File: src/hw/rtl/box_blur_3x3_rgb_unit_macros.svh
// box_blur_3x3_rgb_unit_macros.svh: assertion macros for the box blur unit
// expects the using module to have signals named clock and reset
// assertions drop out when SYNTHESIS is defined
`ifndef BOX_BLUR_3X3_RGB_UNIT_MACROS_SVH
`define BOX_BLUR_3X3_RGB_UNIT_MACROS_SVH

`ifndef SYNTHESIS

// property that must hold at every clock edge outside reset
`define BBR_ASSERT(label, prop) \
   label: assert property (@(posedge clock) disable iff (reset) (prop)) \
      else $error("bbr assertion failed");

// antecedent in one cycle implies consequent in the next
`define BBR_ASSERT_NEXT(label, ante, cons) \
   label: assert property (@(posedge clock) disable iff (reset) (ante) |=> (cons)) \
      else $error("bbr assertion failed");

`else

`define BBR_ASSERT(label, prop)
`define BBR_ASSERT_NEXT(label, ante, cons)

`endif

`endif

File: src/hw/rtl/bbr_pkg.sv
// bbr_pkg: widths, codes, types and helper functions of the box blur unit
// used by every module of the block; depends on nothing
`default_nettype none

package bbr_pkg;

   // geometry
   localparam int MAX_WIDTH   = 2048;
   localparam int COL_W       = $clog2(MAX_WIDTH);
   localparam int ROW_W       = 16;
   localparam int CFG_WIDTH_W = 12;

   // configuration port
   localparam int CSR_IDX_W  = 2;
   localparam int CSR_DATA_W = 16;
   localparam logic [CSR_IDX_W-1:0] CSR_FRAME_WIDTH  = CSR_IDX_W'(0);
   localparam logic [CSR_IDX_W-1:0] CSR_FRAME_HEIGHT = CSR_IDX_W'(1);
   localparam int FRAME_WIDTH_RESET  = 640;
   localparam int FRAME_HEIGHT_RESET = 480;

   // pixel and arithmetic widths
   localparam int CHAN_W   = 8;
   localparam int NUM_CHAN = 3;
   localparam int PIX_W    = NUM_CHAN * CHAN_W;
   localparam int COLSUM_W = 10;   // three channel values
   localparam int SUM_W    = 12;   // nine channel values plus rounding offset
   localparam int RECIP_W  = 15;
   localparam int RECIP_SHIFT = 16;
   localparam int PROD_W   = SUM_W + RECIP_W;

   // rounded mean: floor((S + n/2) / n), as (S + ofs) * recip >> RECIP_SHIFT
   localparam logic [SUM_W-1:0]   OFS_4   = SUM_W'(2);
   localparam logic [SUM_W-1:0]   OFS_6   = SUM_W'(3);
   localparam logic [SUM_W-1:0]   OFS_9   = SUM_W'(4);
   localparam logic [RECIP_W-1:0] RECIP_4 = RECIP_W'(16384);
   localparam logic [RECIP_W-1:0] RECIP_6 = RECIP_W'(10923);
   localparam logic [RECIP_W-1:0] RECIP_9 = RECIP_W'(7282);

   typedef enum logic [1:0] {
      DIV_BY_4,
      DIV_BY_6,
      DIV_BY_9
   } div_type;

   // one live request as issued by the position control
   typedef struct packed {
      logic [PIX_W-1:0] pixel;
      logic [COL_W-1:0] col;
      logic             emit;
      logic             skip_left;
      logic             skip_right;
      logic             skip_top;
      logic             skip_bottom;
      logic             last;
   } item_type;

   // masked column sums of one output window, [column][channel]
   typedef struct packed {
      logic [2:0][NUM_CHAN-1:0][COLSUM_W-1:0] col_sum;
      logic    skip_left;
      logic    skip_right;
      div_type div;
      logic    last;
   } colsum_type;

   // last column index for a programmed width, clamped to [2, MAX_WIDTH]
   function automatic logic [COL_W-1:0] width_last(input logic [CFG_WIDTH_W-1:0] v);
      int w;
      w = int'(v);
      if (w < 2) begin
         w = 2;
      end else if (w > MAX_WIDTH) begin
         w = MAX_WIDTH;
      end
      return COL_W'(w - 1);
   endfunction

   // last row index for a programmed height, clamped to at least 2
   function automatic logic [ROW_W-1:0] height_last(input logic [ROW_W-1:0] v);
      return (v < ROW_W'(2)) ? ROW_W'(1) : v - ROW_W'(1);
   endfunction

endpackage

`default_nettype wire

File: src/hw/rtl/bbr_avg.sv
// bbr_avg: window sum, rounded division by 4, 6 or 9, and the result register
// reciprocal multiply with offset; uses bbr_pkg
`default_nettype none

module bbr_avg (
   input  logic                       clock,
   input  logic                       reset,
   input  logic                       blk_valid,
   input  bbr_pkg::colsum_type        blk,
   output logic                       blk_ready,
   output logic                       rsp_tvalid,
   input  logic                       rsp_tready,
   output logic [bbr_pkg::PIX_W-1:0]  rsp_tdata,
   output logic                       rsp_tlast
);
   import bbr_pkg::*;

   logic               c_valid_ff, c_valid_in;
   logic [SUM_W-1:0]   c_sum_ff [NUM_CHAN];
   logic [SUM_W-1:0]   c_sum_in [NUM_CHAN];
   logic [RECIP_W-1:0] c_recip_ff, c_recip_in;
   logic               c_last_ff;
   logic [SUM_W-1:0]   ofs;
   logic               c_adv;

   logic               rsp_valid_ff, rsp_valid_in;
   logic [PIX_W-1:0]   rsp_data_ff, rsp_data_in;
   logic               rsp_last_ff;
   logic [PROD_W-1:0]  prod [NUM_CHAN];

   // handshakes
   assign c_adv        = c_valid_ff && (!rsp_valid_ff || rsp_tready);
   assign blk_ready    = !c_valid_ff || c_adv;
   assign c_valid_in   = blk_valid ? 1'b1 : (c_adv ? 1'b0 : c_valid_ff);
   assign rsp_valid_in = c_adv ? 1'b1 : (rsp_tready ? 1'b0 : rsp_valid_ff);

   // window sum with rounding offset, reciprocal by divisor
   always_comb begin
      case (blk.div)
         DIV_BY_4: begin
            ofs        = OFS_4;
            c_recip_in = RECIP_4;
         end
         DIV_BY_6: begin
            ofs        = OFS_6;
            c_recip_in = RECIP_6;
         end
         default: begin
            ofs        = OFS_9;
            c_recip_in = RECIP_9;
         end
      endcase
      for (int k = 0; k < NUM_CHAN; k++) begin
         c_sum_in[k] = (blk.skip_left ? '0 : SUM_W'(blk.col_sum[0][k]))
                       + SUM_W'(blk.col_sum[1][k])
                       + (blk.skip_right ? '0 : SUM_W'(blk.col_sum[2][k]))
                       + ofs;
      end
   end

   // multiply and take the quotient bits
   always_comb begin
      for (int k = 0; k < NUM_CHAN; k++) begin
         prod[k] = PROD_W'(c_sum_ff[k]) * PROD_W'(c_recip_ff);
         rsp_data_in[k*CHAN_W +: CHAN_W] = prod[k][RECIP_SHIFT +: CHAN_W];
      end
   end

   // control
   always_ff @(posedge clock) begin
      if (reset) begin
         c_valid_ff   <= 1'b0;
         rsp_valid_ff <= 1'b0;
      end else begin
         c_valid_ff   <= c_valid_in;
         rsp_valid_ff <= rsp_valid_in;
      end
   end

   // payload
   always_ff @(posedge clock) begin
      if (blk_valid && blk_ready) begin
         for (int k = 0; k < NUM_CHAN; k++) begin
            c_sum_ff[k] <= c_sum_in[k];
         end
         c_recip_ff <= c_recip_in;
         c_last_ff  <= blk.last;
      end
      if (c_adv) begin
         rsp_data_ff <= rsp_data_in;
         rsp_last_ff <= c_last_ff;
      end
   end

   assign rsp_tvalid = rsp_valid_ff;
   assign rsp_tdata  = rsp_data_ff;
   assign rsp_tlast  = rsp_last_ff;

endmodule

`default_nettype wire

File: config.mk
export PLATFORM = sky130hd
export DESIGN_NAME = bbr_avg
export DESIGN_NICKNAME = d
export VERILOG_FILES = /design/src/hw/rtl/box_blur_3x3_rgb_unit_macros.svh /design/src/hw/rtl/bbr_pkg.sv /design/src/hw/rtl/bbr_avg.sv
export SDC_FILE = /design/constraint.sdc
export NUM_CORES = 1
export LEC_CHECK = 0
export BUFFER_PORTS_ARGS = -buffer_cell sky130_fd_sc_hd__buf_2
export CORE_ASPECT_RATIO = 1.4
export CORE_MARGIN = 1
export CORE_UTILIZATION = 35
export CTS_BUF_LIST = sky130_fd_sc_hd__clkbuf_16
export DETAILED_ROUTE_END_ITERATION = 8
export SETUP_SLACK_MARGIN = 0.02
export SYNTH_ARGS = -nofsm -noshare
export SYNTH_HDL_FRONTEND = slang
export SYNTH_SLANG_ARGS = --single-unit
File: constraint.sdc
create_clock -name clock -period 6.4 [get_ports clock]
set_clock_uncertainty 0.1 [all_clocks]
set_input_delay 0.32 -clock clock [delete_from_list [all_inputs] [get_ports clock]]
set_output_delay 0.32 -clock clock [all_outputs]
set_load 0.02 [all_outputs]
**Yosys cells after proc, flatten, opt, wreduce, memory -nomap -nowiden**

Memory sizes are Yosys's and may differ from the RTL's.
Index checks and enable logic that the tools add are counted.

- Multipliers: 3
- Equality and inequality tests: 1
- Reductions and logical operators: 9
- Add/subtract/negate cells: 9
- Multiplexer cells: 14

Operators by type and width:

| operator | number |
|---|---|
| 12-bit by 15-bit multiplier with 24-bit output | 3 |
| 10-bit 2-to-1 mux | 6 |
| 11-bit by 10-bit adder with 12-bit output | 3 |
| 12-bit adder | 3 |
| 10-bit by 10-bit adder with 11-bit output | 3 |
| 15-bit one-hot mux with 2 select lines | 1 |
| 1-bit 2-to-1 mux | 6 |
| 3-bit one-hot mux with 2 select lines | 1 |
| 2-bit nonzero test | 2 |
| 2-bit by 1-bit == test with 1-bit output (second input constant) | 1 |
| 1-bit logical AND | 2 |
| 1-bit logical NOT | 2 |
| 2-bit logical NOT | 1 |
| 1-bit logical OR | 2 |

- Memories kept: 1
- Logic and storage cells: 43
- Memory bits (writable): 36
- Input port bits: 99
- Register bits: 43

Memories:

| memory | words | bits a word | rd ports | clocked after Yosys merged registers in | wr ports | RTL line | text |
|---|---|---|---|---|---|---|---|
| c_sum_ff | 3 | 12 | 3 | 0 | 3 | bbr_avg.sv:19 | `logic [SUM_W-1:0] c_sum_ff [NUM_CHAN];` |

**Logic depth before layout (Yosys ltp)**

Gate-level depths: netlist of the first run.

- Depth after elaboration: 7
- Mapped depth: 22
- Mapped depth without buffers: 20

**Least setup slack after synthesis of the first run**

OpenSTA, ideal clock, no wires.

- Kind: register -> register
- From: register c_recip_ff[11]
- To: register rsp_data_ff[23] (netlist: rsp_tdata[23]) (data pin)
- Cell stages (with the launch flop): 22
- Data arrival time: 5.287 ns
- Path slack: 0.753 ns
- Cell sequence: edfxtp_1 > buf_2 > clkbuf_1 > clkbuf_1 > nand2_1 > xnor2_1 > ha_1 > or2_2 > fa_1 > fa_1 > fa_1 > inv_1 > fa_1 > inv_1 > ha_1 > a21oi_1 > o21ai_1 > nor3b_1 > a21oi_2 > or4_4 > a31oi_4 > xnor2_1

RTL lines:

| item | RTL line | text |
|---|---|---|
| start: declaration | bbr_avg.sv:21 | `logic [RECIP_W-1:0] c_recip_ff, c_recip_in;` |
| start signal: assignment | bbr_avg.sv:86 | `c_recip_ff <= c_recip_in;` |
| end signal: assignment | bbr_avg.sv:90 | `rsp_data_ff <= rsp_data_in;` |
| end: declaration | bbr_avg.sv:27 | `logic [PIX_W-1:0] rsp_data_ff, rsp_data_in;` |

==> results.md, run 1 <==
- Status: completed
- Post-CTS Setup Bufs: 0
- Synth top area share: 34.1%
- Metal-1 WL: 15,800 µm
- Critical path class: flip-flop to flip-flop
- Yosys warning count: 0
- Final Hold Vio Count: 0
- CTS root buf: clkbuf_16
- Min Clock Period, post-route: 5.91 ns
- Fraction of registers with async set/reset: 0%
- Final setup violation count: 0
- Initial DRC count: 498
- Die H: 260 µm
- Clock latency at the later pin of the worst-skew pair: 0.38 ns
- Depth of the CTS H-tree: 3
- # DRC: 0
- Most frequent cell after synthesis: inv_1
- Layout fillers: 4,691
- Worst path arrival time: 6.00 ns
- Crit end category: flip-flop
- # IOs: 126
- Placed instance area: 18,000 µm²
- Number of antenna-violating nets in the routed design: 0
- Cell count after synthesis: 1,711
- Yosys top cell by area: fa_1
- Synthesis-to-finish area growth: 10.2%
- Worst Path Max Fanout: 24
- Top post-synthesis cells by count: inv_1, fa_1, ha_1, nand2_1, and2_1
- Unrepaired setup endpoints after global routing: false
- Max Clk Rate: 0.169 GHz
- Synth Register Bits: 68
- Finished Cell Area: 18,300 µm²
- Wire length per cell: 16.4 µm
- CTS buffer count: 9
- Worst Hold Class: primary input to flip-flop
- Grt ovf: 0
- CTS Buffer Depth: 2
- Num Clock Sinks: 68
- Die ar.: 48,400 µm²
- Mapped cell area: 16,600 µm²
- Post-synth EDFFs: 66
- CP startpoint: c_recip_ff[13]
- Syn Area/Cell: 9.72 µm²
- CTS tree: built
- Max Cap Viol: 0
- Hold-fix buffers at CTS: 2
- RR Startpoint: c_recip_ff[13]
- Post-synthesis sequential area ratio: 12.2%
- Initial antenna violation count: 2
- Final period util: 92.3%
- Max-slew headroom: 25.3%
- Initial Utilization: 35.5%
- Met2 WL: 21,500 µm
- Post-cts repair resize count: 0
- Synth unique cells: 61
- Hold_sp: blk_valid
- Syn Nets: 2,357
- I/O Buffers: 125
- Largest net degree at the start of global routing: 42
- Area contributors post-synth: fa_1, ha_1, edfxtp_1
- Slew at the pin closest to its max-slew limit: 1.12 ns
- Top_reg_cell synth: edfxtp_1
- Met3 Routed Length: 1500 µm
- Die span in x: 186 µm
- Startpoint types: flip-flop
- Setup TNS: 0 ns
- Share of cells above drive strength 1: 9.04%
- GPL Wtd Cong: 0.910
- Post-DP HPWL: 35,900 µm
- Highest metal used: met5
- Clk slew on worst S/H paths: 0.07 ns
- Gr usage total: 18.0%
- Layout Nets: 2,477
- Row cnt: 94
- Via count: 11,600
- Core ar.: 46,900 µm²
- WL final: 40,400 µm
- First-pass GRT wire length: 65,300 µm
- Drt pass-1 iters: 7
- Drt via density: 4.71
- N_diodes: 0
- Vias in the first global route: 13,000
- Slew Limit Fails: 0
- Worst path required time: 6.49 ns
cells in the final DEF (no fill, tap or decap), drive strengths merged, types with 3 or more instances in the layout:
cell	instances
a31oi	9
o21ai	30
buf	132
ha	264
xnor2	59
nand3	12
nand3b	3
a211oi	5
or4	5
a221oi	3
nor4	4
nor2	46
nand2b	9
xor2	40
edfxtp	66
a21oi	39
or2	5
and3	3
nand2	109
clkbuf	9
nor3	11
a21boi	4
a21o	37
nor2b	67
inv	450
nand4	12
and2	70
o21a	10
o21bai	4
fa	283
layout make-up:
| cell class | instances | area [µm²] | share of cell area (%) |
|---|---|---|---|
| multi-input cells | 1172 | 12900 | 70.1 |
| inverters | 446 | 1670 | 9.13 |
| repair buffers | 134 | 698 | 3.81 |
| clock inverters | 7 | 81.3 | 0.444 |
| clock buffers | 9 | 225 | 1.23 |
| flip-flops and latches | 68 | 2020 | 11.0 |
| well taps | 624 | 781 | 4.26 |
kinds of logic after synthesis:
logic type / after synthesis / synth area share (%)
AND/OR/NAND/NOR: 361 / 11.2
buffers and inverters: 471 / 10.7
AO/OA/AOI/OAI: 163 / 6.69
flip-flops: 68 / 12.2
XOR/XNOR: 100 / 5.35
adder cells (fa/ha/maj): 548 / 54.0
through the flow:
step | setup WS [ns] | hold WS (ns) | instances | utilization [%]
final | 0.493 | 0.0498 | 2460 | 39.1
after global routing | 0.156 | 0.0809 | 2460 | 39.1
after CTS | 0.482 | 0.0310 | 2460 | 39.1
after detailed placement | 0.500 | 0.316 | 2442 | 38.4
after global placement | 0.619 | 0.308 | 2442 | 38.4
after floorplan | 0.753 | 0.292 | 1711 | -
registers in the layout (all words and copies together), names as in the netlist:
register and count:
c_last_ff 1, c_recip_ff 4, c_valid_ff 1, rsp_tlast 1, rsp_tdata 24, rsp_tvalid 1
c_sum_ff 36
worst paths after layout:
kind	end	slack (ns)	cells past startpoint
max	rsp_tdata[3]	0.49	19
min	c_valid_ff	0.05	3
max reg2reg	rsp_tdata[3]	0.49	19
min reg2reg	rsp_tlast	0.34	0
worst max-delay path, cell delays in order, from the launching register on:
cell and delay, ns:
edfxtp_1 0.68, buf_4 0.38, and2_1 0.31, fa_1 0.47, ha_1 0.32, xnor2_1 0.16
fa_1 0.54, inv_1 0.05, fa_1 0.47, inv_1 0.05, fa_1 0.47, inv_1 0.04
ha_1 0.31, nand4_1 0.10, nor2_1 0.16, a22oi_1 0.11, o21ai_1 0.32, a21boi_0 0.20
nand2b_1 0.18, a221oi_1 0.29
per-layer routing:
layer | track usage, % | up-vias
met5 | 0 | -
met4 | 8.29 | 4
met3 | 2.39 | 64
met2 | 33.7 | 245
met1 | 19.7 | 5716
li1 | - | 5566
Power of run 1 is left out: the tool's default activity adds up to more than one toggle a clock period on the data nets, which glitch-free logic cannot reach.
==> run 2: changes to the inputs <==
--- a/config.mk
+++ b/config.mk
@@ -8,7 +8,7 @@
 export BUFFER_PORTS_ARGS = -buffer_cell sky130_fd_sc_hd__buf_2
 export CORE_ASPECT_RATIO = 1.4
 export CORE_MARGIN = 1
-export CORE_UTILIZATION = 35
+export CORE_UTILIZATION = 45
 export CTS_BUF_LIST = sky130_fd_sc_hd__clkbuf_16
 export DETAILED_ROUTE_END_ITERATION = 8
 export SETUP_SLACK_MARGIN = 0.02
==> constraint.sdc (replaced) <==
create_clock -name clock -period 5.3 [get_ports clock]
set_clock_uncertainty 0.1 [all_clocks]
set_input_delay 0.265 -clock clock [delete_from_list [all_inputs] [get_ports clock]]
set_output_delay 0.265 -clock clock [all_outputs]
set_load 0.02 [all_outputs]
==> run 2 against run 1 <==
The flow now finishes with violations (setup timing). Count of clock-buffer cells in the layout unchanged. Utilization is 15 points higher. Sequential cell count unchanged. Worst hold slack worse by 0.033 ns. Non-clock buffer count is 109 higher. Routed wire length grew 4.2%. Die area shrank 22%. Design area is 7.0% higher. Setup slack worse by 0.49 ns. Critical path type unchanged.
==> results.md, run 2 (same netlist as run 1, synthesis figures left out) <==
- Final period util: 100%
- Number of antenna-violating nets in the routed design: 0
- Post-DP HPWL: 36,900 µm
- Most common cell after layout, fill and taps aside: inv_1
- Num Clock Sinks: 68
- Die span in x: 165 µm
- Hold path depth: 3
- Grt ovf: 0
- Global route hottest layer: met2
- Worst path required time: 5.32 ns
- Clock latency at the later pin of the worst-skew pair: 0.37 ns
- Wire length per cell: 17.4 µm
- Placed Cells: 2,383
- Global routing usage on met3: 3.22%
- Critical path buffer and inverter count: 3
- Number of flip-flops under the largest register name: 36
- Area of the multi-input gates: 13,400 µm²
- Met1 global-route usage: 25.8%
- Share of cells above drive strength 1: 19.0%
- End of the worst register-to-register path: rsp_tdata[11]
- Hold_sp: blk_valid
- Via count: 12,200
- Max Cap Viol: 0
- Register area: 2020 µm²
- Synthesis-to-finish area growth: 18.0%
- Slew at the pin closest to its max-slew limit: 1.08 ns
- Slowest stage delay, CP: 0.56 ns
- CTS Buffer Depth: 2
- Drt pass-1 iters: 6
- CTS tree: built
- R2R cell count: 18
- Layout fillers: 3,335
- Core ar.: 36,600 µm²
- Final Hold Vio Count: 0
- # DRC: 0
- Largest net degree at the start of global routing: 41
- Unrepaired setup endpoints after global routing: true
- Status: finished, violations left
- # IOs: 126
- Min Clock Period, post-route: 5.30 ns
- Hold EP: c_valid_ff
- Worst Hold Class: primary input to flip-flop
- I/O Buffers: 125
- Drt via density: 5.07
- Initial Utilization: 45.5%
- CTS root buf: clkbuf_16
- Most Frequent Cell on Critical Path: fa_1
- Grt met2 use: 44.1%
- Largest Register: c_sum_ff
- Flop2flop setup slack: -0.002 ns
- Vias in the first global route: 13,500
- Clk slew on worst S/H paths: 0.06 ns
- GPL Wtd Cong: 0.947
- Initial DRC count: 429
- Max Clk Rate: 0.189 GHz
- Critical path class: flip-flop to flip-flop
- Startpoint types: flip-flop
- WL final: 42,100 µm
- Slew Limit Fails: 0
- Most frequent cells in the layout: inv_1, fa_1, ha_1
- Gr usage total: 23.8%
- Crit end category: flip-flop
- Post-place setup slack: -0.103 ns
- Depth of the CTS H-tree: 3
- Initial antenna violation count: 2
- Row cnt: 83
- Final Worst Setup Slack: -0.00174 ns
- Setup TNS: -0.00174 ns
- Worst path arrival time: 5.32 ns
- Worst-path cell chain: buf_6, buf_4, nand2_1, xor2_1, ha_1, or2_2, fa_1, fa_1, fa_1, fa_1, ha_4, a21o_1, a21o_1, a21o_1, and2_1, a211o_1, buf_4, xor2_1
- Crit-path slowest cell: fa_1
- Final setup violation count: 1
- First-pass GRT wire length: 67,800 µm
- Layout Nets: 2,586
- Max-slew headroom: 28.1%
- Die ar.: 37,800 µm²
- CTS buffer count: 9
- Failing checks: setup timing
- RR Startpoint: c_recip_ff[12]
- Crit path max-delay family: adder cells
- Worst Path Max Fanout: 12
- Fin cells: 2,413
- WHS: 0.0164 ns
- Die H: 230 µm
-- run 2: worst max path at each step --
stage          depth (start not counted)             to           start  slack [ns]
6_report                              18  rsp_tdata[11]  c_recip_ff[12]      -0.002
3_3_place_gp                          21  rsp_tdata[15]  c_recip_ff[11]       -0.09
3_5_place_dp                          21  rsp_tdata[15]  c_recip_ff[11]       -0.10
4_1_cts                               17  rsp_tdata[13]  c_recip_ff[13]       -0.06
2_1_floorplan                         19  rsp_tdata[23]  c_recip_ff[13]        0.02
5_1_grt                               19  rsp_tdata[11]  c_recip_ff[13]       -0.19
-- run 2: stage by stage --
step,area [µm²],util [%]
finish,19600,53.7
global placement,18600,51.0
global route,19600,53.7
CTS,19100,52.4
detailed placement,18600,51.0
floorplan,16800,-
-- run 2: metal layers --
metal  part of all wire (%)  vias up
li1                       -     5791
met4                    5.7        0
met3                    3.4      103
met5                      0        -
met1                     37     6038
met2                     54      293
-- run 2: worst reg2reg max path, stage by stage (launching register included) --
cell      delay, ns
edfxtp_1       0.38
buf_6          0.16
buf_4          0.15
nand2_1        0.09
xor2_1         0.16
ha_1           0.19
or2_2          0.32
fa_1           0.56
fa_1           0.44
fa_1           0.47
fa_1           0.56
ha_4           0.21
a21o_1         0.17
a21o_1         0.17
a21o_1         0.18
and2_1         0.17
a211o_1        0.29
buf_4          0.15
xor2_1         0.14
-- run 2: area by class of cell --
| type | instances | share of cell area [%] |
|---|---|---|
| antenna | 1 | 0.0128 |
| clock buffer | 9 | 1.15 |
| clock inverter | 7 | 0.465 |
| inverter | 446 | 8.53 |
| multi-input combinational | 1172 | 68.5 |
| sequential | 68 | 10.3 |
| tap | 467 | 2.98 |
| timing repair buffer | 243 | 8.07 |
-- run 2: what timing repair did --
action,4_1_cts,5_1_grt
resized for setup,32,76
endpoints found under the setup margin,17,22
buffers inserted,1,9
hold endpoints to repair,3,0
hold buffers,2,0
cloned,0,1
pin swaps,10,43
Power of run 2 is left out for the same reason.
