## src/hw/rtl/box_blur_3x3_rgb_unit_macros.svh

```systemverilog
// box_blur_3x3_rgb_unit_macros.svh: assertion macros for the box blur unit
// expects the using module to have signals named clock and reset
// assertions drop out when SYNTHESIS is defined
`ifndef BOX_BLUR_3X3_RGB_UNIT_MACROS_SVH
`define BOX_BLUR_3X3_RGB_UNIT_MACROS_SVH

`ifndef SYNTHESIS

// property that must hold at every clock edge outside reset
`define BBR_ASSERT(label, prop) \
   label: assert property (@(posedge clock) disable iff (reset) (prop)) \
      else $error("bbr assertion failed");

// antecedent in one cycle implies consequent in the next
`define BBR_ASSERT_NEXT(label, ante, cons) \
   label: assert property (@(posedge clock) disable iff (reset) (ante) |=> (cons)) \
      else $error("bbr assertion failed");

`else

`define BBR_ASSERT(label, prop)
`define BBR_ASSERT_NEXT(label, ante, cons)

`endif

`endif

```

## src/hw/rtl/bbr_pkg.sv

```systemverilog
// bbr_pkg: widths, codes, types and helper functions of the box blur unit
// used by every module of the block; depends on nothing
`default_nettype none

package bbr_pkg;

   // geometry
   localparam int MAX_WIDTH   = 2048;
   localparam int COL_W       = $clog2(MAX_WIDTH);
   localparam int ROW_W       = 16;
   localparam int CFG_WIDTH_W = 12;

   // configuration port
   localparam int CSR_IDX_W  = 2;
   localparam int CSR_DATA_W = 16;
   localparam logic [CSR_IDX_W-1:0] CSR_FRAME_WIDTH  = CSR_IDX_W'(0);
   localparam logic [CSR_IDX_W-1:0] CSR_FRAME_HEIGHT = CSR_IDX_W'(1);
   localparam int FRAME_WIDTH_RESET  = 640;
   localparam int FRAME_HEIGHT_RESET = 480;

   // pixel and arithmetic widths
   localparam int CHAN_W   = 8;
   localparam int NUM_CHAN = 3;
   localparam int PIX_W    = NUM_CHAN * CHAN_W;
   localparam int COLSUM_W = 10;   // three channel values
   localparam int SUM_W    = 12;   // nine channel values plus rounding offset
   localparam int RECIP_W  = 15;
   localparam int RECIP_SHIFT = 16;
   localparam int PROD_W   = SUM_W + RECIP_W;

   // rounded mean: floor((S + n/2) / n), as (S + ofs) * recip >> RECIP_SHIFT
   localparam logic [SUM_W-1:0]   OFS_4   = SUM_W'(2);
   localparam logic [SUM_W-1:0]   OFS_6   = SUM_W'(3);
   localparam logic [SUM_W-1:0]   OFS_9   = SUM_W'(4);
   localparam logic [RECIP_W-1:0] RECIP_4 = RECIP_W'(16384);
   localparam logic [RECIP_W-1:0] RECIP_6 = RECIP_W'(10923);
   localparam logic [RECIP_W-1:0] RECIP_9 = RECIP_W'(7282);

   typedef enum logic [1:0] {
      DIV_BY_4,
      DIV_BY_6,
      DIV_BY_9
   } div_type;

   // one live request as issued by the position control
   typedef struct packed {
      logic [PIX_W-1:0] pixel;
      logic [COL_W-1:0] col;
      logic             emit;
      logic             skip_left;
      logic             skip_right;
      logic             skip_top;
      logic             skip_bottom;
      logic             last;
   } item_type;

   // masked column sums of one output window, [column][channel]
   typedef struct packed {
      logic [2:0][NUM_CHAN-1:0][COLSUM_W-1:0] col_sum;
      logic    skip_left;
      logic    skip_right;
      div_type div;
      logic    last;
   } colsum_type;

   // last column index for a programmed width, clamped to [2, MAX_WIDTH]
   function automatic logic [COL_W-1:0] width_last(input logic [CFG_WIDTH_W-1:0] v);
      int w;
      w = int'(v);
      if (w < 2) begin
         w = 2;
      end else if (w > MAX_WIDTH) begin
         w = MAX_WIDTH;
      end
      return COL_W'(w - 1);
   endfunction

   // last row index for a programmed height, clamped to at least 2
   function automatic logic [ROW_W-1:0] height_last(input logic [ROW_W-1:0] v);
      return (v < ROW_W'(2)) ? ROW_W'(1) : v - ROW_W'(1);
   endfunction

endpackage

`default_nettype wire

```

## src/hw/rtl/bbr_ctrl.sv

```systemverilog
// bbr_ctrl: frame size registers, input and output raster positions, drain flag
// issues one item per live request; uses bbr_pkg and the assertion macros
`default_nettype none
`include "box_blur_3x3_rgb_unit_macros.svh"

module bbr_ctrl (
   input  logic                          clock,
   input  logic                          reset,
   input  logic                          req_tvalid,
   input  logic [bbr_pkg::PIX_W-1:0]     req_tdata,
   input  logic                          req_tuser,
   input  logic                          item_ready,
   output logic                          item_valid,
   output bbr_pkg::item_type             item,
   input  logic                          csr_valid,
   output logic                          csr_ready,
   input  logic [bbr_pkg::CSR_IDX_W-1:0] csr_index,
   input  logic [bbr_pkg::CSR_DATA_W-1:0] csr_wdata
);
   import bbr_pkg::*;

   logic [COL_W-1:0] w_last_ff, w_last_in;
   logic [ROW_W-1:0] h_last_ff, h_last_in;
   logic [COL_W-1:0] in_col_ff, in_col_in;
   logic [ROW_W-1:0] in_row_ff, in_row_in;
   logic [COL_W-1:0] out_col_ff, out_col_in;
   logic [ROW_W-1:0] out_row_ff, out_row_in;
   logic             draining_ff, draining_in;
   logic             csr_write;

   assign csr_ready = 1'b1;
   assign csr_write = csr_valid && csr_ready;

   // flush is live only while draining, a pixel only while not
   assign item_valid = req_tvalid && item_ready && (req_tuser == draining_ff);

   // item for the current positions
   always_comb begin
      item.pixel       = req_tuser ? '0 : req_tdata;
      item.col         = in_col_ff;
      item.emit        = draining_ff || (|in_row_ff[ROW_W-1:1])
                         || (in_row_ff == ROW_W'(1) && in_col_ff != '0);
      item.skip_left   = (out_col_ff == '0);
      item.skip_right  = (out_col_ff == w_last_ff);
      item.skip_top    = (out_row_ff == '0);
      item.skip_bottom = (out_row_ff == h_last_ff);
      item.last        = item.emit && item.skip_right && item.skip_bottom;
   end

   // next positions
   always_comb begin
      w_last_in   = w_last_ff;
      h_last_in   = h_last_ff;
      in_col_in   = in_col_ff;
      in_row_in   = in_row_ff;
      out_col_in  = out_col_ff;
      out_row_in  = out_row_ff;
      draining_in = draining_ff;

      if (item_valid) begin
         // output position advances with each result
         if (item.emit) begin
            if (item.skip_right) begin
               out_col_in = '0;
               out_row_in = out_row_ff + ROW_W'(1);
            end else begin
               out_col_in = out_col_ff + COL_W'(1);
            end
         end
         // input position; row stays put while draining
         if (in_col_ff == w_last_ff) begin
            in_col_in = '0;
            if (!draining_ff) begin
               if (in_row_ff == h_last_ff) begin
                  draining_in = 1'b1;
                  in_row_in   = '0;
               end else begin
                  in_row_in = in_row_ff + ROW_W'(1);
               end
            end
         end else begin
            in_col_in = in_col_ff + COL_W'(1);
         end
         // frame done
         if (item.last) begin
            in_col_in   = '0;
            in_row_in   = '0;
            out_col_in  = '0;
            out_row_in  = '0;
            draining_in = 1'b0;
         end
      end

      // a write to frame width or height restarts the frame
      if (csr_write) begin
         case (csr_index)
            CSR_FRAME_WIDTH: begin
               w_last_in   = width_last(csr_wdata[CFG_WIDTH_W-1:0]);
               in_col_in   = '0;
               in_row_in   = '0;
               out_col_in  = '0;
               out_row_in  = '0;
               draining_in = 1'b0;
            end
            CSR_FRAME_HEIGHT: begin
               h_last_in   = height_last(csr_wdata[ROW_W-1:0]);
               in_col_in   = '0;
               in_row_in   = '0;
               out_col_in  = '0;
               out_row_in  = '0;
               draining_in = 1'b0;
            end
            default: begin
               w_last_in = w_last_ff;
            end
         endcase
      end
   end

   always_ff @(posedge clock) begin
      if (reset) begin
         w_last_ff   <= width_last(CFG_WIDTH_W'(FRAME_WIDTH_RESET));
         h_last_ff   <= height_last(ROW_W'(FRAME_HEIGHT_RESET));
         in_col_ff   <= '0;
         in_row_ff   <= '0;
         out_col_ff  <= '0;
         out_row_ff  <= '0;
         draining_ff <= 1'b0;
      end else begin
         w_last_ff   <= w_last_in;
         h_last_ff   <= h_last_in;
         in_col_ff   <= in_col_in;
         in_row_ff   <= in_row_in;
         out_col_ff  <= out_col_in;
         out_row_ff  <= out_row_in;
         draining_ff <= draining_in;
      end
   end

   // checks
   `BBR_ASSERT(a_drain_row_zero, !draining_ff || (in_row_ff == '0))
   `BBR_ASSERT(a_cols_in_frame, (in_col_ff <= w_last_ff) && (out_col_ff <= w_last_ff))
   `BBR_ASSERT(a_last_when_draining, !(item_valid && item.last) || draining_ff)
   `BBR_ASSERT_NEXT(a_last_restarts, item_valid && item.last,
      in_col_ff == '0 && out_row_ff == '0 && !draining_ff)

endmodule

`default_nettype wire

```

## config.mk

```make
export PLATFORM = sky130hd
export DESIGN_NAME = bbr_ctrl
export DESIGN_NICKNAME = d
export VERILOG_FILES = /design/src/hw/rtl/bbr_pkg.sv /design/src/hw/rtl/bbr_ctrl.sv
export VERILOG_INCLUDE_DIRS = /design/src /design/src/hw/rtl
export SDC_FILE = /design/constraint.sdc
export NUM_CORES = 1
export LEC_CHECK = 0
export BUFFER_PORTS_ARGS = -buffer_cell sky130_fd_sc_hd__buf_4
export CORE_ASPECT_RATIO = 0.9
export CORE_UTILIZATION = 61
export CTS_BUF_LIST = sky130_fd_sc_hd__clkbuf_4 sky130_fd_sc_hd__clkbuf_8 sky130_fd_sc_hd__clkbuf_16
export DETAILED_ROUTE_END_ITERATION = 8
export GPL_TIMING_DRIVEN = 0
export PLACE_DENSITY = 0.9
export SLEW_MARGIN = 20
export SYNTH_ARGS = -nofsm -noshare
export SYNTH_HDL_FRONTEND = slang
export SYNTH_SLANG_ARGS = --single-unit
```

## constraint.sdc

```tcl
create_clock -name clock -period 5.75 [get_ports clock]
set_input_delay 0.575 -clock clock [delete_from_list [all_inputs] [get_ports clock]]
set_output_delay 0.575 -clock clock [all_outputs]
set_load 0.005 [all_outputs]
```

# Word level (Yosys, flattened, before mapping)
# Index checks and enable logic that the tools add are counted.
# totals
reg_bits	82
output_inout_bits	43
wordCells	75
# op_classes
magnitude_cmp	3
reduce_logical	15
muxes	37
addsub	6
eq_ne	7
# ops
cell	count
16-bit two-way mux	14
11-bit two-way mux	15
16-bit by 1-bit adder with 16-bit output (second input constant)	2
16-bit == test	2
24-bit two-way mux	1
11-bit by 1-bit adder with 11-bit output (second input constant)	2
11-bit == test	2
16-bit by 1-bit == test with 1-bit output (second input constant)	1
16-bit logical NOT	1
16-bit by 2-bit < comparator with 1-bit output (second input constant)	1
16-bit by 1-bit subtractor with 16-bit output (second input constant)	1
15-bit OR reduction	1
12-bit greater-than comparator (second input constant)	1
12-bit by 2-bit < comparator with 1-bit output (second input constant)	1
11-bit logical NOT	1
11-bit nonzero test	1
11-bit by 2-bit subtractor with 11-bit output (second input constant)	1
1-bit two-way mux	7
1-bit logical AND	5
2-bit AND reduction	2
2-bit by 1-bit == test with 1-bit output (second input constant)	1
2-bit logical NOT	1
1-bit logical OR	2
2-bit OR reduction	1
1-bit == test	1

# Depth between registers and ports, before layout
# Gate-level depths: netlist of the first run.
# logic_depth
depth_word	9
ltp_mapped	11

# Worst setup path after synthesis of the first run
# No wires, ideal clock.
# synth_timing
path_kind	input -> register
startpoint	input csr_wdata[9] (netlist bit)
endpoint	register w_last_ff[6]
slack_ns	2.973
arrival_ns	2.645
cell_stages	10
n_path_buf	1
path_cell_list	nor3_2 -> or4b_1 -> nor3_2 -> or3_1 -> ha_1 -> clkbuf_1 -> a21oi_1 -> mux2_2 -> a31oi_1 -> o21ai_0
# synth_via
elab_chain_len	6
elab_cells_between_ends	7
classes_between	add/sub (1); order compare (2); mux (4)
# synth_lines
item	line	text
start: declaration	bbr_ctrl.sv:18	input logic [bbr_pkg::CSR_DATA_W-1:0] csr_wdata
12-bit greater-than comparator	bbr_pkg.sv:72	end else if (w > MAX_WIDTH) begin
11-bit two-way mux	bbr_pkg.sv:72	
11-bit two-way mux (*)	bbr_pkg.sv:70	if (w < 2) begin
11-bit two-way mux (*)	bbr_ctrl.sv:96	case (csr_index)
11-bit two-way mux (*)	bbr_ctrl.sv:95	if (csr_write) begin
11-bit by 2-bit subtractor with 11-bit output (*)	bbr_pkg.sv:75	return COL_W'(w - 1);
end signal: assignment	bbr_ctrl.sv:122	w_last_ff <= width_last(CFG_WIDTH_W'(FRAME_WIDTH_RESET));
end signal: assignment	bbr_ctrl.sv:130	w_last_ff <= w_last_in;
end: declaration	bbr_ctrl.sv:22	logic [COL_W-1:0] w_last_ff, w_last_in;
# Mark *: on every way between the ends. The rest lies on a longest branch, timed or not. The select of a mux whose other input is x is not followed.
# A chain may end at the register's enable or synchronous reset.

==> results.md, run 1 <==
- Layout cell share with drive strength beyond 1: 19.2%
- DR pass1 iterations: 6
- Worst hold-check path type: input pin to flop
- Drt wl/cell: approximately 18 um
- CP endpoint kind: output port
- Setup repair bufs after CTS: 0
- Vias per std cell: 6.31
- Synth Register Bits: between 80 and 90
- GRT overflow: 0
- Clk_lat worst skew: between 0.3 and 0.4 ns
- Vias in the first global route: 4691
- Status: complete, no violations
- CTS Hold Bufs: 0
- Ys flop type: dfxtp_1
- Clk sinks: a little over 80
- Slew margin rel.: about half
- Total die area: roughly 0.009 sq mm
- Slew Viols, Final: 0
- Post-layout nets: 800
- Cell area after synthesis: between 0.005 and 0.006 sq mm
- Synth area leader: dfxtp_1
- Final Cycle Share: 57.7%
- Cells after synthesis: roughly 640
- Number of antenna violations at the first check in global routing: 0
- # DRC: 0
- TritonCTS clock tree: built
- Die X: 99.4 um
- All-Layer GR Usage: approximately a third
- Avg Inst Size Synth: between 8 and 9 sq um
- Unique masters post-synth: between 60 and 70
- Ys Warns: 0
- First-pass GRT wire length: about 23000 um
- Largest net degree at the start of global routing: 15
- Hold Violations, Final: 0
- Min Tclk post-route: approximately 3.3 ns
- Final WL: roughly 15000 um
- Post-route cell area: around 0.0062 sq mm
- Slew @ Worst Pin: slightly above 0.7 ns
- Register clock-pin slew on the reported worst setup and hold paths: around 0.090 ns
- Max Root-Sink Buffers: 2
- H-Tree Depth: 3
- Routed Antenna Nets: 0
- Largest cells by area after synthesis: dfxtp_1, xor2_1, xnor2_1
- Die H: 89.7 um
- TNS Setup: 0 ns
- RSZ-0062 raised after global routing: false
- Worst VDD drop: around 160 uV
- Maximum Capacitance Violations: 0
- Leakage Power: 2.42 nW
- WP data required: 5.18 ns
- Post-cts resize count: 0
- FFs w/ async S/R, synth: 0%
- Core ar.: around 0.008 sq mm
- Layout area overhead: 19.9%
- Port buffer count: 87
- Skew final: 0.0144 ns
- Root buf cell: clkbuf_8
- IO Count: roughly 90
- CP startpoint kind: flop
- Synth top area share: between 30% and 40%
- Design Power: 0.00129 W
- Vias: roughly 5300
- Worst Path Max Fanout: 10
- Fin util: between 70% and 80%
- WP data arrival: about 2.7 ns
- Maximum clock frequency: around 0.3 GHz
- EDFF count, synth: 0
- Register area share after synthesis: a little under a third
- 1st-iter DRT viols: between 400 and 500
- Setup CP Type: flop to output port
- # setup viols final: 0
- CTS Buf Count: 9
- Ant. Diodes: 0
- Final GP Congestion: approximately 0.96
- Reg2reg setup slack: 3.02 ns
- Num rows: 31
- Cell Area, Placed: about 0.0060 sq mm
- Final HPWL DP: 11200 um
- Initial core utilization: between 60 and 70%
- PwrDens: just over 200 mW/mm^2
- Synth Net Count: about 700
==> synth_stat cells, types with 5 or more instances <==
library cell,instances
nand3_1,28
clkbuf_1,25
dfxtp_1,82
nor2b_1,28
and3_1,7
a31oi_1,9
a22oi_1,6
inv_1,25
nor2_1,58
buf_2,6
nand2_1,40
nor4_1,21
ha_1,10
nor2_2,9
and2_1,7
or3_1,6
o211ai_1,5
a21oi_1,31
xnor2_1,28
xor2_1,68
o21ai_0,20
nand2b_1,6
nand4_1,24
nor3_1,18
==> power breakdown <==
| part | total [W] | switching, W | internal, W |
|---|---|---|---|
| clock | 0.000557 | 0.000224 | 0.000333 |
| combinational | 0.000141 | 0.0000738 | 0.0000670 |
| sequential | 0.000589 | 0.0000129 | 0.000576 |
| total | 0.00129 | 0.000311 | 0.000976 |
==> stage by stage <==
step	cells	hold WS (ns)	setup WS, ns
finish	845	0.506	2.43
global route	845	0.512	2.34
CTS	845	0.500	2.49
detailed placement	830	0.511	2.44
global placement	830	0.497	2.46
floorplan	644	0.468	2.97
==> metal layers <==
layer	routed length, um	track usage [%]	share of wire, %	up-vias
li1	-	-	-	2469
met1	6150	41.8	40	2486
met2	7270	57.0	48	312
met3	1230	6.58	8.1	64
met4	581	15.5	3.8	0
met5	0	0	0	-
==> registers in the layout, summed over array words and instances (netlist names) <==
| register | flops |
|---|---|
| draining_ff | 1 |
| h_last_ff | 16 |
| in_col_ff | 11 |
| in_row_ff | 16 |
| out_col_ff | 11 |
| out_row_ff | 16 |
| w_last_ff | 11 |
==> critical path, stage by stage, from the launching register on <==
cell	delay, ns
dfxtp_1	0.30
buf_2	0.16
xor2_1	0.16
nor4_1	0.43
nand3_1	0.33
inv_1	0.25
buf_2	0.27
nand3_2	0.21
inv_1	0.14
buf_4	0.12
==> kinds of logic (layout without fill, tap and decap cells) <==
group,after synthesis,after routing,synth area share [%]
compound gates,108,108,14.4
xor+xnor,96,96,16.1
fa+ha+maj,10,10,2.40
buf+inv,60,162,4.83
flops,82,82,31.5
mux,4,4,0.793
other cells,1,1,0.0720
simple gates,283,283,29.9
==> placed cells by master (no fill, tap or decap), drive strengths merged, types with 5 or more instances in the layout <==
cell type / count
a31oi: 10
o21ai: 21
a22oi: 6
or2: 5
nor2b: 28
ha: 10
a21oi: 32
xnor2: 28
clkbuf: 34
nand3: 30
and2: 7
nor3: 20
nand2b: 6
nor4: 24
nand2: 41
buf: 96
xor2: 68
inv: 27
nor2: 67
o211ai: 5
or3: 6
nand4: 24
and3: 7
dfxtp: 82
==> worst paths after layout <==
check | endpoint | start | cells past startpoint
worst min register to register | out_row_ff[15] | out_row_ff[15] | 2
worst max-delay path | item[0] | out_col_ff[4] | 9
worst max register to register | out_col_ff[2] | in_col_ff[0] | 9
worst min-delay path | h_last_ff[15] | csr_wdata[15] | 3
==> area by class of cell <==
cell class                      count  area [sq um]
Clock inverter                      6           138
Tap cell                           99           124
Multi-Input combinational cell    502          3320
Timing Repair Buffer               87           653
Inverter                           26          97.6
Clock buffer                        9           124
Fill cell                         585          1900
Buffer                             34           154
Sequential cell                    82          1640
Note: power is estimated with default switching activity, not from simulation.
==> inputs of run 2 (changes only) <==
Settings changed: ABC_AREA from default to 1, CORE_UTILIZATION 61 to 58, PLACE_DENSITY 0.9 to 0.85.
Clock period 5.75 ns to 3.1 ns, I/O delays scaled along.
==> results.md, run 2 <==
- Layout area overhead: 17.1% (was 19.9%)
- Layout cell share with drive strength beyond 1: 15.3% (was 19.2%)
- Vias per std cell: 5.23 (was 6.31)
- Worst Path Max Fanout: 7 (was 10)
- Unique masters post-synth: 46 (was 69)
- Setup repair bufs after CTS: 0 (unchanged)
- Slew margin rel.: 58.6% (was 51.4%)
- Register clock-pin slew on the reported worst setup and hold paths: 0.09 ns (about the same)
- Root buf cell: clkbuf_8 (unchanged)
- Worst reg-to-reg path cell count: 15 (was 9)
- Slew @ Worst Pin: 0.621 ns (was 0.723 ns)
- Post-cts resize count: 0 (unchanged)
- First-pass GRT wire length: 26000 um (was 23200 um)
- Total die area: 0.0105 sq mm (was 0.00892 sq mm)
- Slowest stage cell, crit path: dfxtp_1 (was nor4_1)
- Core ar.: 0.00974 sq mm (was 0.00815 sq mm)
- CP delay by family, top: simple AND/OR/NAND/NOR gates (unchanged)
- Post-layout nets: 1115 (was 800)
- All-Layer GR Usage: 31.1% (was 33.5%)
- FFs w/ async S/R, synth: 0% (unchanged)
- Die X: 108 um (was 99.4 um)
- PwrDens: 312 mW/mm^2 (was 206 mW/mm^2)
- Setup CP Type: flop to output port (unchanged)
- Status: complete, no violations (unchanged)
- Skew final: 0.0153 ns (was 0.0144 ns)
- WP data required: 2.79 ns (was 5.18 ns)
- Worst VDD drop: 258 uV (was 158 uV)
- Pre-CTS setup slack: 0.714 ns (was 2.44 ns)
- Routed Antenna Nets: 0 (unchanged)
- Register area share after synthesis: 28.0% (was 31.5%)
- CTS Buf Count: 9 (unchanged)
- TritonCTS clock tree: built (unchanged)
- Largest cells by area after synthesis: dfxtp_1, nand2_1, nor2_1 (was dfxtp_1, xor2_1, xnor2_1)
- Hold Violations, Final: 0 (unchanged)
- Multi-input logic area: 0.00352 sq mm (was 0.00332 sq mm)
- Ys flop type: dfxtp_1 (unchanged)
- FF-to-FF End: out_row_ff[4] (was out_col_ff[2])
- Ys Warns: 0 (unchanged)
- Clk_lat worst skew: 0.37 ns (about the same)
- TNS Setup: 0 ns (unchanged)
- Fill cells: 862 (was 585)
- Sequential cell area: 0.00164 sq mm (unchanged)
- Leakage Power: 3.19 nW (was 2.42 nW)
- Slew Viols, Final: 0 (unchanged)
- Number of antenna violations at the first check in global routing: 0 (unchanged)
- Initial core utilization: 60.2% (was 64.0%)
- Final HPWL DP: 12300 um (was 11200 um)
- DR pass1 iterations: 5 (was 6)
- # setup viols final: 0 (unchanged)
- Cell area after synthesis: 0.00586 sq mm (was 0.00521 sq mm)
- CP startpoint kind: flop (unchanged)
- # DRC: 0 (unchanged)
- Critical Path End: item[0] (unchanged)
- Maximum Capacitance Violations: 0 (unchanged)
- WP data arrival: 2.32 ns (was 2.74 ns)
- Clk sinks: 82 (unchanged)
- R2r startpoint: in_col_ff[0] (unchanged)
- Count leader, synth: nand2_1 (was dfxtp_1)
- Max Root-Sink Buffers: 2 (unchanged)
- Vias: 6216 (was 5331)
- Worst hold-check path type: input pin to flop (unchanged)
- RSZ-0062 raised after global routing: false (unchanged)
- Cells after synthesis: 959 (was 644)
- EDFF count, synth: 0 (unchanged)
- GRT overflow: 0 (unchanged)
- CTS Hold Bufs: 0 (unchanged)
- Cell Chain, Critical Path: inv_1 -> ha_1 -> inv_1 -> nor2_1 -> nand3_1 -> o21bai_1 -> nand2_2 -> nand3_1 -> nor2_1 -> buf_4 (was buf_2 -> xor2_1 -> nor4_1 -> nand3_1 -> inv_1 -> buf_2 -> nand3_2 -> inv_1 -> buf_4)
- Largest net degree at the start of global routing: 14 (was 15)
- IO Count: 91 (unchanged)
- Reg2reg setup slack: 0.78 ns (was 3.02 ns)
- Most frequent cells in the layout: nand2_1, nor2_1, inv_1 (was buf_4, dfxtp_1, xor2_1)
- Drt wl/cell: 13.3 um (was 18.0 um)
- Crit path from: in_col_ff[0] (was out_col_ff[4])
- Maximum clock frequency: around 0.38 GHz
- Final GP Congestion: 0.960 (was 0.956)
- Die H: 97.4 um (was 89.7 um)
- CP endpoint kind: output port (unchanged)
- Final WL: 15800 um (was 15200 um)
- Num rows: 34 (was 31)
- Top flop regs: h_last_ff (16), in_row_ff (16), out_row_ff (16) (unchanged)
- H-Tree Depth: 3 (unchanged)
- Synth Net Count: 1017 (was 702)
- Vias in the first global route: 5406 (was 4691)
- Synth top area share: 28.0% (was 31.5%)
- Post-synth top cells: nand2_1, nor2_1, inv_1 (was dfxtp_1, xor2_1, nor2_1)
- 1st-iter DRT viols: 449 (was 433)
- Ant. Diodes: 0 (unchanged)
- Final Cycle Share: 84.7%
- Worst path depth: 10 (was 9)
- Min Tclk post-route: 2.63 ns
- Synth Register Bits: 82 (unchanged)
- Buf/Inv on CP: 3 (was 5)
- Port buffer count: 87 (unchanged)
- Avg Inst Size Synth: 6.11 sq um (was 8.09 sq um)
- Synth area leader: dfxtp_1 (unchanged)
- Setup WS post-layout: 0.474 ns (was 2.43 ns)
- Max stage delay on crit path: 0.50 ns (was 0.43 ns)
- Commonest non-fill, non-tap cell in the layout: nand2_1 (was buf_4)
-- run 2: cells by family after synthesis --
logic type,count (synthesis),synth area share [%]
AOI/OAI and AO/OA,98,9.37
DFF,82,28.0
xor gates and xnor gates,57,8.51
buffers and inverters,170,12.0
adders and majority gates,10,2.13
other,1,0.0640
and+or+nand+nor,541,40.0
-- run 2: where the power goes --
part	switching (W)	internal [W]
sequential	0.0000249	0.00107
clock	0.000405	0.000354
combinational	0.000160	0.000126
-- run 2: worst register-to-register path, cell delays in order, from the launching register on --
cell and delay, ns:
dfxtp_1 0.50, inv_1 0.13, ha_1 0.21, inv_1 0.05, nor2_1 0.03, nand3_1 0.09, o21bai_1 0.08, nand2_2 0.15
clkinv_2 0.09, nor2_4 0.19, nand2_4 0.14, nor2_4 0.16, nor2_4 0.08, inv_4 0.09, buf_6 0.15, nor2_1 0.06
-- run 2: layout make-up --
class / count / area share [%]
plain buffers: 25 / 2.10
multi-input cells: 707 / 51.3
inverters: 145 / 8.11
clock buffers: 12 / 2.41
clock inverters: 4 / 0.365
flip-flops and latches: 82 / 23.9
repair buffers: 87 / 9.52
well taps: 126 / 2.30
-- run 2: metrics by stage --
stage	total power [W]	hold WS, ns	cell area, sq um	utilization [%]	cells
after floorplan	0.00127	0.452	5860	-	959
after global placement	0.00140	0.465	6670	68.5	1172
after detailed placement	0.00140	0.481	6670	68.5	1172
after CTS	0.00215	0.247	6860	70.5	1188
after global routing	0.00223	0.247	6860	70.5	1188
final	0.00214	0.265	6860	70.5	1188
-- run 2: how the worst min path moves through the flow --
stage	from	end	cells after the start
2_1_floorplan	draining_ff	draining_ff	2
3_3_place_gp	draining_ff	draining_ff	2
3_5_place_dp	draining_ff	draining_ff	2
4_1_cts	csr_wdata[15]	h_last_ff[15]	4
5_1_grt	csr_wdata[14]	h_last_ff[14]	4
6_report	csr_wdata[15]	h_last_ff[15]	4
-- run 2: per-layer routing --
layer	global-route usage, %	part of all wire [%]	vias up
li1	-	-	3216
met1	45.1	47	2736
met2	46.9	44	242
met3	6.37	8.5	22
met4	6.74	1.2	0
met5	0	0	-
==> inputs of run 3 (changes only) <==
Settings changed: ABC_AREA 1 to 0, CORE_UTILIZATION 58 to 51, PLACE_DENSITY 0.85 to 0.81.
Clock period 3.1 ns to 2.4 ns, I/O delays scaled along.
==> results.md, run 3 (synthesis gave the netlist of run 1 again) <==
- Status: complete, no violations (unchanged)
- Final WL: 15700 um (was 15800 um)
- Worst Path Max Fanout: 3 (was 7)
- Final Cycle Share: about 98%
- CP startpoint kind: flop (unchanged)
- First-pass GRT wire length: 24900 um (was 26000 um)
- Total die area: 0.0106 sq mm (was 0.0105 sq mm)
- Slowest stage cell, crit path: or4b_4 (was dfxtp_1)
- TritonCTS clock tree: built (unchanged)
- Layout area overhead: 27.0% (was 17.1%)
- Min-delay src: csr_wdata[15] (unchanged)
- Core ar.: 0.00978 sq mm (was 0.00974 sq mm)
- Port buffer count: 87 (unchanged)
- DR pass1 iterations: 5 (unchanged)
- Die H: 97.9 um (was 97.4 um)
- Num rows: 34 (unchanged)
- Reg2reg setup slack: 0.09 ns (was 0.78 ns)
- Die X: 109 um (was 108 um)
- IO Count: 91 (unchanged)
- Worst reg-to-reg path cell count: 10 (was 15)
- Design Power: 0.00338 W (was 0.00214 W)
- Register clock-pin slew on the reported worst setup and hold paths: 0.06 ns (was 0.09 ns)
- R2r startpoint: in_col_ff[0] (unchanged)
- Vias: 5326 (was 6216)
- All-Layer GR Usage: 29.8% (was 31.1%)
- Slew Viols, Final: 0 (unchanged)
- Ant. Diodes: 0 (unchanged)
- Initial core utilization: 53.2% (was 60.2%)
- Clk sinks: 82 (unchanged)
- Vias in the first global route: 5099 (was 5406)
- Worst VDD drop: 418 uV (was 258 uV)
- Min Tclk post-route: about 2.3 ns
- Slew margin rel.: 48.0% (was 58.6%)
- Slew @ Worst Pin: 0.773 ns (was 0.621 ns)
- Layout cell share with drive strength beyond 1: 24.5% (was 15.3%)
- Most frequent cells in the layout: buf_4, dfxtp_1, xor2_1 (was nand2_1, nor2_1, inv_1)
- Leakage Power: 2.57 nW (was 3.19 nW)
- # setup viols final: 0 (unchanged)
- WP data required: 2.16 ns (was 2.79 ns)
- CP endpoint kind: output port (unchanged)
- Final HPWL DP: 11400 um (was 12300 um)
- Max Root-Sink Buffers: 2 (unchanged)
- Hold Violations, Final: 0 (unchanged)
- # DRC: 0 (unchanged)
- Skew final: 0.00774 ns (was 0.0153 ns)
- Pre-CTS setup slack: -0.483 ns (was 0.714 ns)
- Commonest non-fill, non-tap cell in the layout: buf_4 (was nand2_1)
- Final GP Congestion: 0.949 (was 0.960)
- Hold Path Depth: 3 (was 4)
- Root buf cell: clkbuf_16 (was clkbuf_8)
- Maximum clock frequency: ~0.43 GHz
- Drt wl/cell: 17.7 um (was 13.3 um)
- Worst hold-check path type: input pin to flop (unchanged)
- Min-Delay Endpoint: h_last_ff[15] (unchanged)
- Most used cell, CP: inv_2
- Number of antenna violations at the first check in global routing: 0 (unchanged)
- H-Tree Depth: 3 (unchanged)
- Cell Chain, Critical Path: inv_2 -> ha_4 -> or4b_4 -> o41ai_4 -> nand2_2 -> nand3_4 -> inv_2 -> buf_6 (was inv_1 -> ha_1 -> inv_1 -> nor2_1 -> nand3_1 -> o21bai_1 -> nand2_2 -> nand3_1 -> nor2_1 -> buf_4)
- Setup CP Type: flop to output port (unchanged)
- Clk_lat worst skew: 0.34 ns (was 0.37 ns)
- WP data arrival: 2.10 ns (was 2.32 ns)
- Routed Antenna Nets: 0 (unchanged)
- Max stage delay on crit path: 0.46 ns (was 0.50 ns)
- Post-layout nets: 815 (was 1115)
- FF-to-FF End: in_col_ff[6] (was out_row_ff[4])
- 1st-iter DRT viols: 461 (was 449)
- Top flop regs: h_last_ff (16), in_row_ff (16), out_row_ff (16) (unchanged)
- GRT overflow: 0 (unchanged)
- Setup WS post-layout: 0.0559 ns (was 0.474 ns)
- Largest net degree at the start of global routing: 15 (was 14)
- CTS Hold Bufs: 0 (unchanged)
- Vias per std cell: 6.00 (was 5.23)
- Maximum Capacitance Violations: 0 (unchanged)
- PwrDens: 510 mW/mm^2 (was 312 mW/mm^2)
- CTS Buf Count: 9 (unchanged)
## run 3: worst max-delay path by stage
stage | slack [ns] | from | cells after the start | to
finish | 0.06 | in_col_ff[0] | 8 | item[0]
global route | -0.02 | in_col_ff[6] | 6 | item[0]
CTS | -0.05 | in_row_ff[11] | 7 | out_row_ff[15]
detailed placement | -0.48 | csr_wdata[9] | 11 | w_last_ff[6]
global placement | -0.45 | csr_wdata[9] | 11 | w_last_ff[6]
floorplan | 0.05 | csr_wdata[9] | 10 | w_last_ff[6]
## run 3: area by class of cell
cell class / count / area (sq um)
plain buffers: 29 / 144
flip-flops and latches: 82 / 1650
fillers: 814 / 3170
repair buffers: 107 / 815
well taps: 126 / 158
clock inverters: 6 / 114
clock buffers: 10 / 233
multi-input cells: 502 / 3410
inverters: 26 / 97.6
## run 3: worst max-delay path, delay by kind of cell, from the launching register on
| kind | cells | cell delay [ns] |
|---|---|---|
| AO/OA/AOI/OAI | 1 | 0.32 |
| flip-flops | 1 | 0.34 |
| adder cells (fa/ha/maj) | 1 | 0.12 |
| buffers and inverters | 3 | 0.23 |
| AND/OR/NAND/NOR | 3 | 0.76 |
## run 3: per-stage QoR
step,setup TNS [ns],hold slack (ns),instance area (sq um),std cells,util (%)
global placement,-3.72,0.506,6020,857,61.5
global route,-0.0423,0.221,6620,888,67.6
finish,0,0.197,6620,888,67.6
detailed placement,-4.92,0.515,6020,857,61.5
floorplan,0,0.392,5210,644,-
CTS,-0.508,0.194,6530,885,66.8
## run 3: timing repair
action / 4_1_cts / 5_1_grt
endpoints found under the hold margin: 0 / 0
setup endpoints to repair: 44 / 44
pin swaps: 9 / 8
buffers inserted: 13 / 7
resized for setup: 21 / 18
## run 3: metal layers
| metal | vias to the layer above | track usage, % | part of all wire (%) |
|---|---|---|---|
| met4 | 0 | 11.6 | 2.8 |
| met5 | - | 0 | 0 |
| li1 | 2499 | - | - |
| met1 | 2490 | 37.6 | 41 |
| met2 | 302 | 49.3 | 48 |
| met3 | 35 | 6.34 | 8.6 |
## run 3: power by group
group          total [W]  switching (W)  internal [W]
clock network    0.00162       0.000583       0.00103
logic           0.000353       0.000184      0.000169
registers        0.00141      0.0000300       0.00138
